**src/hdl/bbec_pkg.sv**
```systemverilog
// shared types, constants and the reciprocal table of the 3x3 box blur
package bbec_pkg;

    localparam int MAX_WIDTH_DEF  = 1024;
    localparam int MAX_HEIGHT_DEF = 4096;

    localparam int WIDTH_REG_W  = 11;
    localparam int HEIGHT_REG_W = 13;
    localparam int CFG_DATA_W   = 13;
    localparam int CFG_INDEX_W  = 1;

    localparam logic [CFG_INDEX_W-1:0] REG_IMAGE_WIDTH  = 1'b0;
    localparam logic [CFG_INDEX_W-1:0] REG_IMAGE_HEIGHT = 1'b1;

    localparam logic [WIDTH_REG_W-1:0]  WIDTH_RESET  = 11'd1024;
    localparam logic [HEIGHT_REG_W-1:0] HEIGHT_RESET = 13'd768;

    localparam int CH_W   = 8;
    localparam int NUM_CH = 3;
    localparam int PIX_W  = CH_W * NUM_CH;
    localparam int SUM_W  = 12;               // 9 * 255 fits
    localparam int CNT_W  = 4;                // 1 to 9
    localparam int NUM_W  = SUM_W + 1;        // 2*sum + count
    localparam int RECIP_W     = 18;
    localparam int RECIP_SHIFT = 18;
    localparam int PROD_W      = NUM_W + RECIP_W;

    // neighborhood clipping and item flags, captured when an item is taken
    typedef struct packed {
        logic top_ok;
        logic bot_ok;
        logic left_ok;
        logic right_ok;
        logic frame_end;
        logic emit;
        logic drain;
    } pos_t;

    // commands from the sequencer to the datapath
    typedef struct packed {
        logic load;
        logic rd;
        logic wr;
        logic sum;
        logic mul;
        logic out_load;
        pos_t pos;
    } cmd_t;

    // ceil(2^18 / (2*count)); exact floor division for numerators below 2^13
    function automatic logic [RECIP_W-1:0] recip_lookup(input logic [CNT_W-1:0] cnt);
        logic [RECIP_W-1:0] m;
        case (cnt)
            4'd1:    m = 18'd131072;
            4'd2:    m = 18'd65536;
            4'd3:    m = 18'd43691;
            4'd4:    m = 18'd32768;
            4'd5:    m = 18'd26215;
            4'd6:    m = 18'd21846;
            4'd7:    m = 18'd18725;
            4'd8:    m = 18'd16384;
            4'd9:    m = 18'd14564;
            default: m = '0;
        endcase
        return m;
    endfunction

endpackage

```
**src/hdl/bbec_ctrl.sv**
```systemverilog
// sequencer: config registers, raster position counters and item state machine
module bbec_ctrl #(
    parameter int MAX_WIDTH  = bbec_pkg::MAX_WIDTH_DEF,
    parameter int MAX_HEIGHT = bbec_pkg::MAX_HEIGHT_DEF
) (
    input  logic                                clk,
    input  logic                                rst_n,
    input  logic                                cfg_wen,
    input  logic [bbec_pkg::CFG_INDEX_W-1:0]    cfg_index,
    input  logic [bbec_pkg::CFG_DATA_W-1:0]     cfg_data,
    input  logic                                in_valid,
    output logic                                in_ready,
    input  logic                                in_op,
    output logic                                out_valid,
    input  logic                                out_ready,
    output bbec_pkg::cmd_t                      cmd,
    output logic [$clog2(MAX_WIDTH)-1:0]        addr
);
    import bbec_pkg::*;

    localparam int AW  = $clog2(MAX_WIDTH);
    localparam int WW  = $clog2(MAX_WIDTH + 1);
    localparam int RW  = $clog2(MAX_HEIGHT + 2);
    localparam int CWW = (WW > WIDTH_REG_W) ? WW : WIDTH_REG_W;
    localparam int CHW = (RW > HEIGHT_REG_W) ? RW : HEIGHT_REG_W;

    localparam logic [2:0] S_IDLE  = 3'd0;
    localparam logic [2:0] S_READ  = 3'd1;
    localparam logic [2:0] S_WRITE = 3'd2;
    localparam logic [2:0] S_SUM   = 3'd3;
    localparam logic [2:0] S_MUL   = 3'd4;
    localparam logic [2:0] S_DONE  = 3'd5;

    logic [2:0]              state_reg, state_next;
    logic [WIDTH_REG_W-1:0]  width_reg, width_next;
    logic [HEIGHT_REG_W-1:0] height_reg, height_next;
    logic [AW-1:0]           ic_reg, ic_next;
    logic [RW-1:0]           ir_reg, ir_next;
    logic [AW-1:0]           ocol_reg, ocol_next;
    logic [RW-1:0]           orow_reg, orow_next;
    logic [AW-1:0]           addr_reg, addr_next;
    pos_t                    pos_reg, pos_next;
    logic                    out_valid_reg, out_valid_next;

    logic [CWW-1:0] w_ext;
    logic [CHW-1:0] h_ext;
    logic [WW-1:0]  w_eff;
    logic [RW-1:0]  h_eff;
    logic           accept;
    logic           draining;
    logic           ignore;
    logic           emit;
    logic           col_wrap;
    logic           out_wrap;
    logic           fe;
    logic           out_load;

    // clamp the register values to 1..max
    always_comb
    begin
        w_ext = CWW'(width_reg);
        h_ext = CHW'(height_reg);
        if (w_ext == '0)
            w_eff = WW'(1);
        else if (w_ext > CWW'(MAX_WIDTH))
            w_eff = WW'(MAX_WIDTH);
        else
            w_eff = WW'(w_ext);
        if (h_ext == '0)
            h_eff = RW'(1);
        else if (h_ext > CHW'(MAX_HEIGHT))
            h_eff = RW'(MAX_HEIGHT);
        else
            h_eff = RW'(h_ext);
    end

    assign in_ready = (state_reg == S_IDLE);
    assign accept   = in_valid && in_ready;
    assign draining = (ir_reg >= h_eff);
    assign ignore   = !draining && in_op;
    assign emit     = (ir_reg >= RW'(2)) || ((ir_reg == RW'(1)) && (ic_reg != '0));
    assign col_wrap = ((WW'(ic_reg) + WW'(1)) >= w_eff);
    assign out_wrap = ((WW'(ocol_reg) + WW'(1)) >= w_eff);
    assign fe       = (orow_reg == (h_eff - RW'(1))) && (WW'(ocol_reg) == (w_eff - WW'(1)));

    always_comb
    begin
        state_next  = state_reg;
        width_next  = width_reg;
        height_next = height_reg;
        ic_next     = ic_reg;
        ir_next     = ir_reg;
        ocol_next   = ocol_reg;
        orow_next   = orow_reg;
        addr_next   = addr_reg;
        pos_next    = pos_reg;
        out_load    = 1'b0;

        case (state_reg)
            S_IDLE:
            begin
                // a drain item while pixels are still due is dropped
                if (accept && !ignore)
                begin
                    state_next         = S_READ;
                    addr_next          = ic_reg;
                    pos_next.top_ok    = (orow_reg != '0);
                    pos_next.bot_ok    = ((orow_reg + RW'(1)) < h_eff);
                    pos_next.left_ok   = (ocol_reg != '0);
                    pos_next.right_ok  = !out_wrap;
                    pos_next.frame_end = fe;
                    pos_next.emit      = emit;
                    pos_next.drain     = draining;
                    if (col_wrap)
                    begin
                        ic_next = '0;
                        ir_next = ir_reg + RW'(1);
                    end
                    else
                    begin
                        ic_next = ic_reg + AW'(1);
                    end
                    if (emit)
                    begin
                        if (out_wrap)
                        begin
                            ocol_next = '0;
                            orow_next = orow_reg + RW'(1);
                        end
                        else
                        begin
                            ocol_next = ocol_reg + AW'(1);
                        end
                        if (fe)
                        begin
                            ic_next   = '0;
                            ir_next   = '0;
                            ocol_next = '0;
                            orow_next = '0;
                        end
                    end
                end
            end
            S_READ:
            begin
                state_next = S_WRITE;
            end
            S_WRITE:
            begin
                state_next = pos_reg.emit ? S_SUM : S_IDLE;
            end
            S_SUM:
            begin
                state_next = S_MUL;
            end
            S_MUL:
            begin
                state_next = S_DONE;
            end
            S_DONE:
            begin
                if (!out_valid_reg || out_ready)
                begin
                    out_load   = 1'b1;
                    state_next = S_IDLE;
                end
            end
            default:
            begin
                state_next = S_IDLE;
            end
        endcase

        // any register write restarts the frame
        if (cfg_wen)
        begin
            if (cfg_index == REG_IMAGE_WIDTH)
                width_next = cfg_data[WIDTH_REG_W-1:0];
            else
                height_next = cfg_data[HEIGHT_REG_W-1:0];
            ic_next   = '0;
            ir_next   = '0;
            ocol_next = '0;
            orow_next = '0;
        end
    end

    always_comb
    begin
        if (out_load)
            out_valid_next = 1'b1;
        else if (out_ready)
            out_valid_next = 1'b0;
        else
            out_valid_next = out_valid_reg;
    end

    always_ff @(posedge clk or negedge rst_n)
    begin
        if (!rst_n)
        begin
            state_reg     <= S_IDLE;
            width_reg     <= WIDTH_RESET;
            height_reg    <= HEIGHT_RESET;
            ic_reg        <= '0;
            ir_reg        <= '0;
            ocol_reg      <= '0;
            orow_reg      <= '0;
            addr_reg      <= '0;
            pos_reg       <= '0;
            out_valid_reg <= 1'b0;
        end
        else
        begin
            state_reg     <= state_next;
            width_reg     <= width_next;
            height_reg    <= height_next;
            ic_reg        <= ic_next;
            ir_reg        <= ir_next;
            ocol_reg      <= ocol_next;
            orow_reg      <= orow_next;
            addr_reg      <= addr_next;
            pos_reg       <= pos_next;
            out_valid_reg <= out_valid_next;
        end
    end

    assign out_valid    = out_valid_reg;
    assign addr         = addr_reg;
    assign cmd.load     = accept;
    assign cmd.rd       = (state_reg == S_READ);
    assign cmd.wr       = (state_reg == S_WRITE);
    assign cmd.sum      = (state_reg == S_SUM);
    assign cmd.mul      = (state_reg == S_MUL);
    assign cmd.out_load = out_load;
    assign cmd.pos      = pos_reg;

endmodule

```
**config.mk**
```make
export PLATFORM = sky130hd
export DESIGN_NAME = bbec_ctrl
export DESIGN_NICKNAME = d
export VERILOG_FILES = /design/src/hdl/bbec_pkg.sv /design/src/hdl/bbec_ctrl.sv
export SDC_FILE = /design/constraint.sdc
export NUM_CORES = 1
export LEC_CHECK = 0
export BUFFER_PORTS_ARGS = -buffer_cell sky130_fd_sc_hd__buf_2
export CORE_MARGIN = 10
export CORE_UTILIZATION = 50
export CTS_CLUSTER_DIAMETER = 80
export DETAILED_ROUTE_END_ITERATION = 8
export PLACE_DENSITY = 0.68
export SETUP_SLACK_MARGIN = 0.4
export SLEW_MARGIN = 20
export SYNTH_ARGS = -nofsm -noshare
export SYNTH_HDL_FRONTEND = slang
export SYNTH_SLANG_ARGS = --single-unit
```
**constraint.sdc**
```tcl
create_clock -name clk -period 4.69 [get_ports clk]
set_clock_uncertainty 0.2 [all_clocks]
set_input_delay 0.938 -clock clk [delete_from_list [all_inputs] [get_ports clk]]
set_output_delay 0.938 -clock clk [all_outputs]
set_load 0.05 [all_outputs]
```
* After elaboration in Yosys (flattened, before gate mapping)
Cells that the tools add are included.
** Operators by class
- Add/sub/neg operators :: 8
- $lt $le $gt $ge :: 7
- Shifts and indexed selects :: 0
- Div/mod/pow operators :: 0
- Multipliers :: 0
- Muxes and demuxes :: 36
- Reduce and logical (&&, ||, !) cells :: 29
- Bitwise logic cells :: 1
- Equal/unequal tests :: 10
** Operators with widths (number)
- two-way mux 13 bit :: 14
- two-way mux 10 bit :: 12
- adder 13 x 1 -> 13 bit, second input constant :: 2
- adder 10 x 1 -> 11 bit, second input constant :: 2
- greater-or-equal comparator 11 bit :: 2
- two-way mux 11 bit :: 2
- adder 10 x 1 -> 10 bit, second input constant :: 2
- nonzero test 10 bit :: 2
- case mux 3 bit (6 select lines) :: 1
- equality test 13 x 1 -> 1 bit, second input constant :: 1
- equality test 13 bit :: 1
- greater-or-equal comparator 13 bit :: 1
- greater-or-equal comparator 13 x 2 -> 1 bit, second input constant :: 1
- > comparator 13 bit, second input constant :: 1
- zero test 13 bit :: 1
- < comparator 13 bit :: 1
- nonzero test 13 bit :: 1
- subtractor 13 x 1 -> 13 bit, second input constant :: 1
- equality test 10 x 11 -> 1 bit :: 1
- > comparator 11 bit, second input constant :: 1
- zero test 11 bit :: 1
- subtractor 11 x 1 -> 11 bit, second input constant :: 1
- AND reduction 2 bit :: 5
- nonzero test 2 bit :: 4
- 16 further kinds :: 30
** Word-level totals
- Flip-flop bits (word level) :: 91
- Output and inout port bits :: 25
- Latch bits :: 0
- Memory bits (writable) :: 0
- Bits in read-only memories :: 0
- Memories :: 0
- Logic and storage cells :: 107

* Longest topological paths before layout
Gate-level depths: netlist (run 1).
- Depth after elaboration :: 11
- Depth in mapped cells :: 18

* Least setup slack after synthesis (run 1)
OpenSTA, ideal clock, no wires.
- Path type :: register to register
- Start point :: register height_reg[2], in the netlist h_ext[2]
- End point :: register ic_reg[1]
- Library setup time :: 0.132 ns
- Slack :: 0.761 ns
- Stages on the path, launching flop included :: 17
- Path buffers :: 3
- Data arrival time :: 3.597 ns
- Cells stage by stage :: dfrtp_1 > clkbuf_1 > nor3_2 > and4_1 > nor2_1 > nor2_1 > inv_1 > ha_1 > clkbuf_1 > clkbuf_1 > nand2_1 > a211oi_1 > or4b_1 > nor4_1 > nand4b_1 > o21ai_4 > o22ai_2
** On the way
- Cells in the longest elaborated chain, start to end :: 11
- Elaborated cells on any way between the ends :: 19
- Those cells by class :: 1 x add/sub; 2 x order compare; 1 x eq/ne; 7 x mux; 8 x reduce/logical
** Ends and longest elaborated chain
- start, declared :: RTL line bbec_ctrl.sv:36 : logic [HEIGHT_REG_W-1:0] height_reg, height_next;
- start signal, assigned :: RTL line bbec_ctrl.sv:217 : height_reg <= height_next;
- > comparator 13 bit :: RTL line bbec_ctrl.sv:71 : else if (h_ext > CHW'(MAX_HEIGHT))
- two-way mux 13 bit :: RTL line bbec_ctrl.sv:71
- two-way mux 13 bit (*) :: RTL line bbec_ctrl.sv:69 : if (h_ext == '0)
- subtractor 13 x 1 -> 13 bit :: RTL line bbec_ctrl.sv:84 : assign fe = (orow_reg == (h_eff - RW'(1))) && (WW'(ocol_reg) == (w_eff - WW'(1)));
- equality test 13 bit :: RTL line bbec_ctrl.sv:84
- logical AND 1 bit :: RTL line bbec_ctrl.sv:84
- two-way mux 10 bit :: RTL line bbec_ctrl.sv:134 : if (fe)
- two-way mux 10 bit :: RTL line bbec_ctrl.sv:123 : if (emit)
- two-way mux 10 bit :: RTL line bbec_ctrl.sv:103 : if (accept && !ignore)
- two-way mux 10 bit :: RTL line bbec_ctrl.sv:99 : case (state_reg)
- two-way mux 10 bit :: RTL line bbec_ctrl.sv:175 : if (cfg_wen)
- end signal, assigned :: RTL line bbec_ctrl.sv:218 : ic_reg <= ic_next;
- end, declared :: RTL line bbec_ctrl.sv:37 : logic [AW-1:0] ic_reg, ic_next;
Every way passes the cells marked *; elsewhere a longest branch is shown, timed or not. The select of a mux whose other input is x is not followed.
A chain may end at the register's enable or synchronous reset.

* Worst setup path after layout (run 1)
- Start point :: register ocol_reg[1]
- End point :: register orow_reg[1]
** On the way
- Cells in the longest elaborated chain, start to end :: 7
- Elaborated cells on any way between the ends :: 11
- Those cells by class :: 1 x add/sub; 1 x order compare; 1 x eq/ne; 5 x mux; 3 x reduce/logical
** Ends and longest elaborated chain
- start, declared :: RTL line bbec_ctrl.sv:39 : logic [AW-1:0] ocol_reg, ocol_next;
- start signal, assigned :: RTL line bbec_ctrl.sv:220 : ocol_reg <= ocol_next;
- parallel branches: the longest is 7 deep, another holds adder 10 x 1 -> 11 bit
- end signal, assigned :: RTL line bbec_ctrl.sv:221 : orow_reg <= orow_next;
- end, declared :: RTL line bbec_ctrl.sv:40 : logic [RW-1:0] orow_reg, orow_next;
Several ways; the timed one is not identified. The select of a mux whose other input is x is not followed.

==> results.md, run 1 <==
- Final Hold Viols: 0
- Crit. End Element: register
- Die Height: 139.0 µm
- CP most frequent cell: and3_1
- Total power: 2.685 mW
- Final Cycle Share: 86.10%
- CP Class: register to register
- Core area: 13880 µm²
- Total negative slack: 0 ns
- Max_cap viols: 0
- Port buffer count: 44
- P&R area growth vs syn: 10.71%
- Hold Buf Count CTS: 0
- Clk_lat worst skew: 0.36 ns
- Finished Cell Area: 7835 µm²
- Vias: 6300
- Reg clk slew, reported paths: 0.07 ns
- Hold_ws: 0.2705 ns
- Layout cells sized above 1: 17.41%
- Number of synthesized flops with an enable pin: 0
- Unrepaired setup endpoints after global routing: false
- Synth Register Bits: 91
- Synth top area cells: dfrtp_1, ha_1, mux2_2
- Initial core utilization: 50.98%
- Drt pass-1 iters: 8
- DPL Wire Length: 15.70 mm
- CP max FO: 12
- Post-placement cell area: 7477 µm²
- Max-Slew Margin vs Limit: 39.98%
- Largest area contributor in the netlist: dfrtp_1
- Die ar.: 19310 µm²
- Most numerous cell in the Yosys netlist: dfrtp_1
- Final worst slack: 0.6518 ns
- Distinct cell type count after synthesis: 74
- PwrDens: 342.6 nW/µm²
- Synth Instances: 811
- Mean Syn Cell Area: 8.726 µm²
- Worst path slowest cell: dfrtp_2
- Fin nets: 924
- Total clock buffers created by CTS: 9
- CP bufs+invs: 3
- Seq/Total Area, Yosys: 32.23%
- CTS H-Tree Depth: 3
- Final WL: 20.44 mm
- GRT overflow: 0
- Post-synth top cells: dfrtp_1, nand2_1, ha_1
- Initial antenna violation count: 0
- Number of global-route vias before repair: 6125
- Crit path required time: 4.75 ns
- CTS tree: yes
- Area share of the largest cell type after synthesis: 31.12%
- Routability cong.: 1.017
- Global-route wire length before repair: 32.70 mm
- Syn Nets: 890
- Vias/cell: 6.117
- Synth Warn #: 0
- DR iter-0 viols: 458
- Crit path cell chain: ha_1 > and3_1 > and3_1 > and3_1 > and3_1 > ha_1 > and4_1 > o311ai_0 > a21oi_1 > o21ai_1 > a21oi_1 > buf_4 > nor2_1 > buf_4 > a21oi_1 > buf_4 > o22ai_1
- Clk buf depth: 2
- Ports: 45
- Post-synthesis cell area: 7077 µm²
- Fin crit period: 4.038 ns
- CP peak stage delay: 0.46 ns
- Clk root buf: clkbuf_16
- Pre-CTS setup slack: 0.2761 ns
- Ant diodes: 0
- DRC viols: 0
- Synth async-reset ratio: 100.0%
- Max Slew Vio Count: 0
- Largest net degree at the start of global routing: 69
- GR Util All Layers: 20.57%
- Min-Delay Path Class: register to register
- Avg WL per Cell: 19.84 µm
- Chip Width: 139.0 µm
- Most used DFF post-synth: dfrtp_1
- Row Count: 43
- VDD IR max: 0.1738 mV
- Crit path DAT: 4.09 ns
- Clk sink count: 91
- Crit-path leading delay family: simple AND/OR/NAND/NOR gates
- Post-route ant nets: 0
- Max Clock Freq: 0.2476 GHz
- Outcome: completed
- Worst slew pin tran: 0.9003 ns
- Pleak: 3.608 nW
- Nature of the critical path startpoint: register
- Final setup vio count: 0
==> kinds of logic after synthesis <==
kind of cell / count (synthesis) / synth area share (%)
fa+ha+maj: 59 / 10.43
simple gates: 317 / 23.71
compound gates: 154 / 14.85
mux: 38 / 5.958
buf+inv: 97 / 6.011
flops: 91 / 32.23
xor+xnor: 55 / 6.807
==> path summary, 6_finish.rpt <==
kind / start / to / slack, ns / depth (start not counted)
min in group asynchronous: rst_n / cmd[0] / 0.49 / 1
min reg2reg: cmd[6] / cmd[6] / 0.27 / 1
max in group asynchronous: rst_n / orow_reg[9] / 2.94 / 2
max: ocol_reg[1] / orow_reg[1] / 0.65 / 17
min: cmd[6] / cmd[6] / 0.27 / 1
max reg2reg: ocol_reg[1] / orow_reg[1] / 0.65 / 17
==> worst register-to-register path, cell delays in order, from the launching register on <==
cell      delay [ns]
dfrtp_2         0.46
ha_1            0.25
and3_1          0.25
and3_1          0.24
and3_1          0.24
and3_1          0.20
ha_1            0.29
and4_1          0.19
o311ai_0        0.31
a21oi_1         0.13
o21ai_1         0.15
a21oi_1         0.10
buf_4           0.21
nor2_1          0.10
buf_4           0.17
a21oi_1         0.09
buf_4           0.19
o22ai_1         0.16
==> layer usage <==
| metal | up-vias | routed length, µm | GRT usage (%) |
|---|---|---|---|
| li1 | 2981 | - | - |
| met1 | 3076 | 9292 | 27.01 |
| met2 | 211 | 9638 | 33.30 |
| met3 | 32 | 1103 | 4.075 |
| met4 | 0 | 402 | 6.205 |
| met5 | - | 0 | 0 |
==> power breakdown <==
| group | internal (mW) | switching (mW) | leakage, nW | total, mW |
|---|---|---|---|---|
| Combinational | 0.335 | 0.653 | 2.28 | 0.987 |
| Sequential | 0.867 | 0.116 | 1.19 | 0.982 |
| Clock | 0.390 | 0.325 | 0.136 | 0.715 |
==> cell type report <==
| class | instances | area (µm²) |
|---|---|---|
| clock buffer | 13 | 260.3 |
| clock inverter | 3 | 21.27 |
| fill | 1261 | 6046 |
| inverter | 51 | 191.4 |
| multi-input combinational | 623 | 4444 |
| sequential | 91 | 2282 |
| tap | 180 | 225.2 |
| timing repair buffer | 69 | 410.4 |
==> cell usage in the layout, fill, tap and decap left out, types with 6 or more instances in the layout <==
cell / synthesis / final
a21o_1: 7 / 7
a21oi_1: 22 / 22
and3_1: 12 / 12
buf_2: 4 / 43
buf_4: 3 / 26
clkbuf_16: 0 / 9
dfrtp_1: 88 / 87
ha_1: 59 / 57
inv_1: 49 / 49
mux2_2: 33 / 33
nand2_1: 78 / 78
nand2b_1: 15 / 15
nand3_1: 31 / 31
nand4_1: 12 / 12
nand4b_1: 8 / 8
nor2_1: 58 / 57
nor2b_1: 10 / 10
nor3_1: 25 / 24
nor4_1: 17 / 16
o211ai_1: 11 / 11
o21a_1: 13 / 13
o21ai_0: 33 / 32
o21ai_1: 8 / 9
o22ai_1: 9 / 9
or3_1: 6 / 6
or4_1: 7 / 6
xnor2_1: 31 / 31
xor2_1: 24 / 23
==> metrics by stage <==
step	util, %	cells
6_report	56.44	1030
3_3_place_gp	53.87	1012
3_5_place_dp	53.87	1012
4_1_cts	56.03	1029
2_1_floorplan	-	811
5_1_grt	56.44	1030
==> repair_timing <==
action,CTS,global route
endpoints found under the setup margin,39,41
setup buffers,1,1
resized for setup,2,12
pin swaps,0,1
Note: power is estimated with default switching activity, not from simulation.
==> inputs of run 2 (changes only) <==
- ABC_CLOCK_PERIOD_IN_PS: not set -> 4690
- CTS_BUF_LIST: not set -> sky130_fd_sc_hd__clkbuf_4
- GPL_ROUTABILITY_DRIVEN: not set -> 1
==> run 2 against run 1 <==
  * Wire length fell by 1.4%
  * Largest power group unchanged
  * Fmax barely moved
  * Combinational power barely moved
  * Final cell count barely moved
==> results.md, run 2 (synthesized netlist as in run 1, its figures left out) <==
- Avg WL per Cell: 19.54 µm
- Final WL: 20.15 mm
- Worst slew pin tran: 0.9001 ns
- Layout cells sized above 1: 17.51%
- Port buffer count: 44
- Drt pass-1 iters: 7
- Worst path slowest cell: or4_1
- Nature of the critical path startpoint: register
- Number of global-route vias before repair: 6091
- Initial core utilization: 50.98%
- Vias/cell: 6.050
- Largest net degree at the start of global routing: 69
- Clk root buf: clkbuf_4
- Final worst slack: 0.6491 ns
- DPL Wire Length: 15.70 mm
- Post-route ant nets: 0
- Crit path required time: 4.87 ns
- Total clock buffers created by CTS: 9
- Most common cell after layout, fill and taps aside: dfrtp_1
- DR iter-0 viols: 456
- Max_cap viols: 0
- Max Clock Freq: 0.2475 GHz
- Final Cycle Share: 86.16%
- Final Util: 55.27%
- CP peak stage delay: 0.54 ns
- Clk sink count: 91
- Die ar.: 19310 µm²
- Initial antenna violation count: 0
- Ant diodes: 0
- Global-route wire length before repair: 32.45 mm
- Reg clk slew, reported paths: 0.15 ns
- Placed Instances: 1012
- Finished Cell Area: 7672 µm²
- Total power: 2.375 mW
- Crit path cell chain: or3_1 > nor4_4 > a21oi_1 > nor2_2 > inv_1 > ha_2 > xor2_2 > o21ai_0 > or4_1 > nor4_2 > buf_4 > nand4b_1 > buf_4 > o21ai_4 > o22ai_2
- Vias: 6238
- Crit. End Element: register
- CTS tree: yes
- Final Hold Viols: 0
- Die Height: 139.0 µm
- Crit path DAT: 4.22 ns
- Pre-CTS setup slack: 0.2761 ns
- Final setup vio count: 0
- Core area: 13880 µm²
- VDD IR max: 0.1935 mV
- Most frequent cells in the layout: dfrtp_1, nand2_1, nor2_1, ha_1, inv_1
- Min-Delay Path Class: register to register
- Max Slew Vio Count: 0
- Fin crit period: 4.041 ns
- Clk_lat worst skew: 0.48 ns
- Hold_ws: 0.2877 ns
- Pleak: 3.539 nW
- P&R area growth vs syn: 8.416%
- DRC viols: 0
- CTS H-Tree Depth: 3
- Post-route insts no fill: 1031
- Max-Slew Margin vs Limit: 39.99%
- Hold Buf Count CTS: 0
- Fin nets: 925
- Ports: 45
- GRT overflow: 0
- PwrDens: 309.5 nW/µm²
- CP max FO: 7
- CP most frequent cell: buf_4
- GR Util All Layers: 20.40%
- Outcome: completed
- Post-placement cell area: 7477 µm²
- Clk buf depth: 2
- Routability cong.: 1.017
- Total negative slack: 0 ns
- Row Count: 43
- CP Class: register to register
- Chip Width: 139.0 µm
- Unrepaired setup endpoints after global routing: true
-- run 2: cell count changes in the layout (fill, tap and decap cells not counted), sizes merged --
cell / before / now
buf: 69 / 70
clkbuf: 13 / 11
clkinv: 3 / 5
-- run 2: worst paths after layout --
kind | from | to | cells after the start | slack (ns)
setup / recovery | w_ext[6] | ic_reg[1] | 15 | 0.65
hold / removal | cmd[6] | cmd[6] | 1 | 0.29
setup reg to reg | w_ext[6] | ic_reg[1] | 15 | 0.65
hold reg to reg | cmd[6] | cmd[6] | 1 | 0.29
max in group asynchronous | rst_n | orow_reg[0] | 2 | 3.07
min in group asynchronous | rst_n | cmd[0] | 1 | 0.33
-- run 2: timing repair --
action | 4_1_cts | 5_1_grt
setup endpoints to repair | 41 | 41
pin swaps | 1 | 0
endpoints found under the hold margin | 0 | 0
resized for setup | 2 | 13
setup buffers | 3 | 0
-- run 2: layout make-up --
cell class | instances | area (µm²)
Fill cell | 1304 | 6208
Multi-Input combinational cell | 623 | 4444
Sequential cell | 91 | 2282
Timing Repair Buffer | 70 | 417.9
Tap cell | 180 | 225.2
Inverter | 51 | 191.4
Clock buffer | 11 | 82.58
Clock inverter | 5 | 28.78
-- run 2: power by group --
group	internal, mW	switching [mW]	leakage (nW)
clock network	0.119	0.290	0.0623
logic	0.335	0.651	2.28
registers	0.866	0.113	1.19
-- run 2: worst max-delay path, delay by kind of cell, from the launching register on --
| kind | cells | cell delay, ns |
|---|---|---|
| xor+xnor | 1 | 0.19 |
| fa+ha+maj | 1 | 0.33 |
| flops | 1 | 0.47 |
| simple gates | 6 | 1.77 |
| compound gates | 4 | 0.58 |
| buf+inv | 3 | 0.40 |
-- run 2: routing by layer --
layer | vias up | GRT usage, % | part of all wire, %
met1 | 3027 | 26.97 | 46
met3 | 31 | 4.110 | 5.4
met2 | 206 | 33.05 | 47
li1 | 2974 | - | -
met4 | 0 | 5.437 | 1.6
met5 | - | 0 | 0
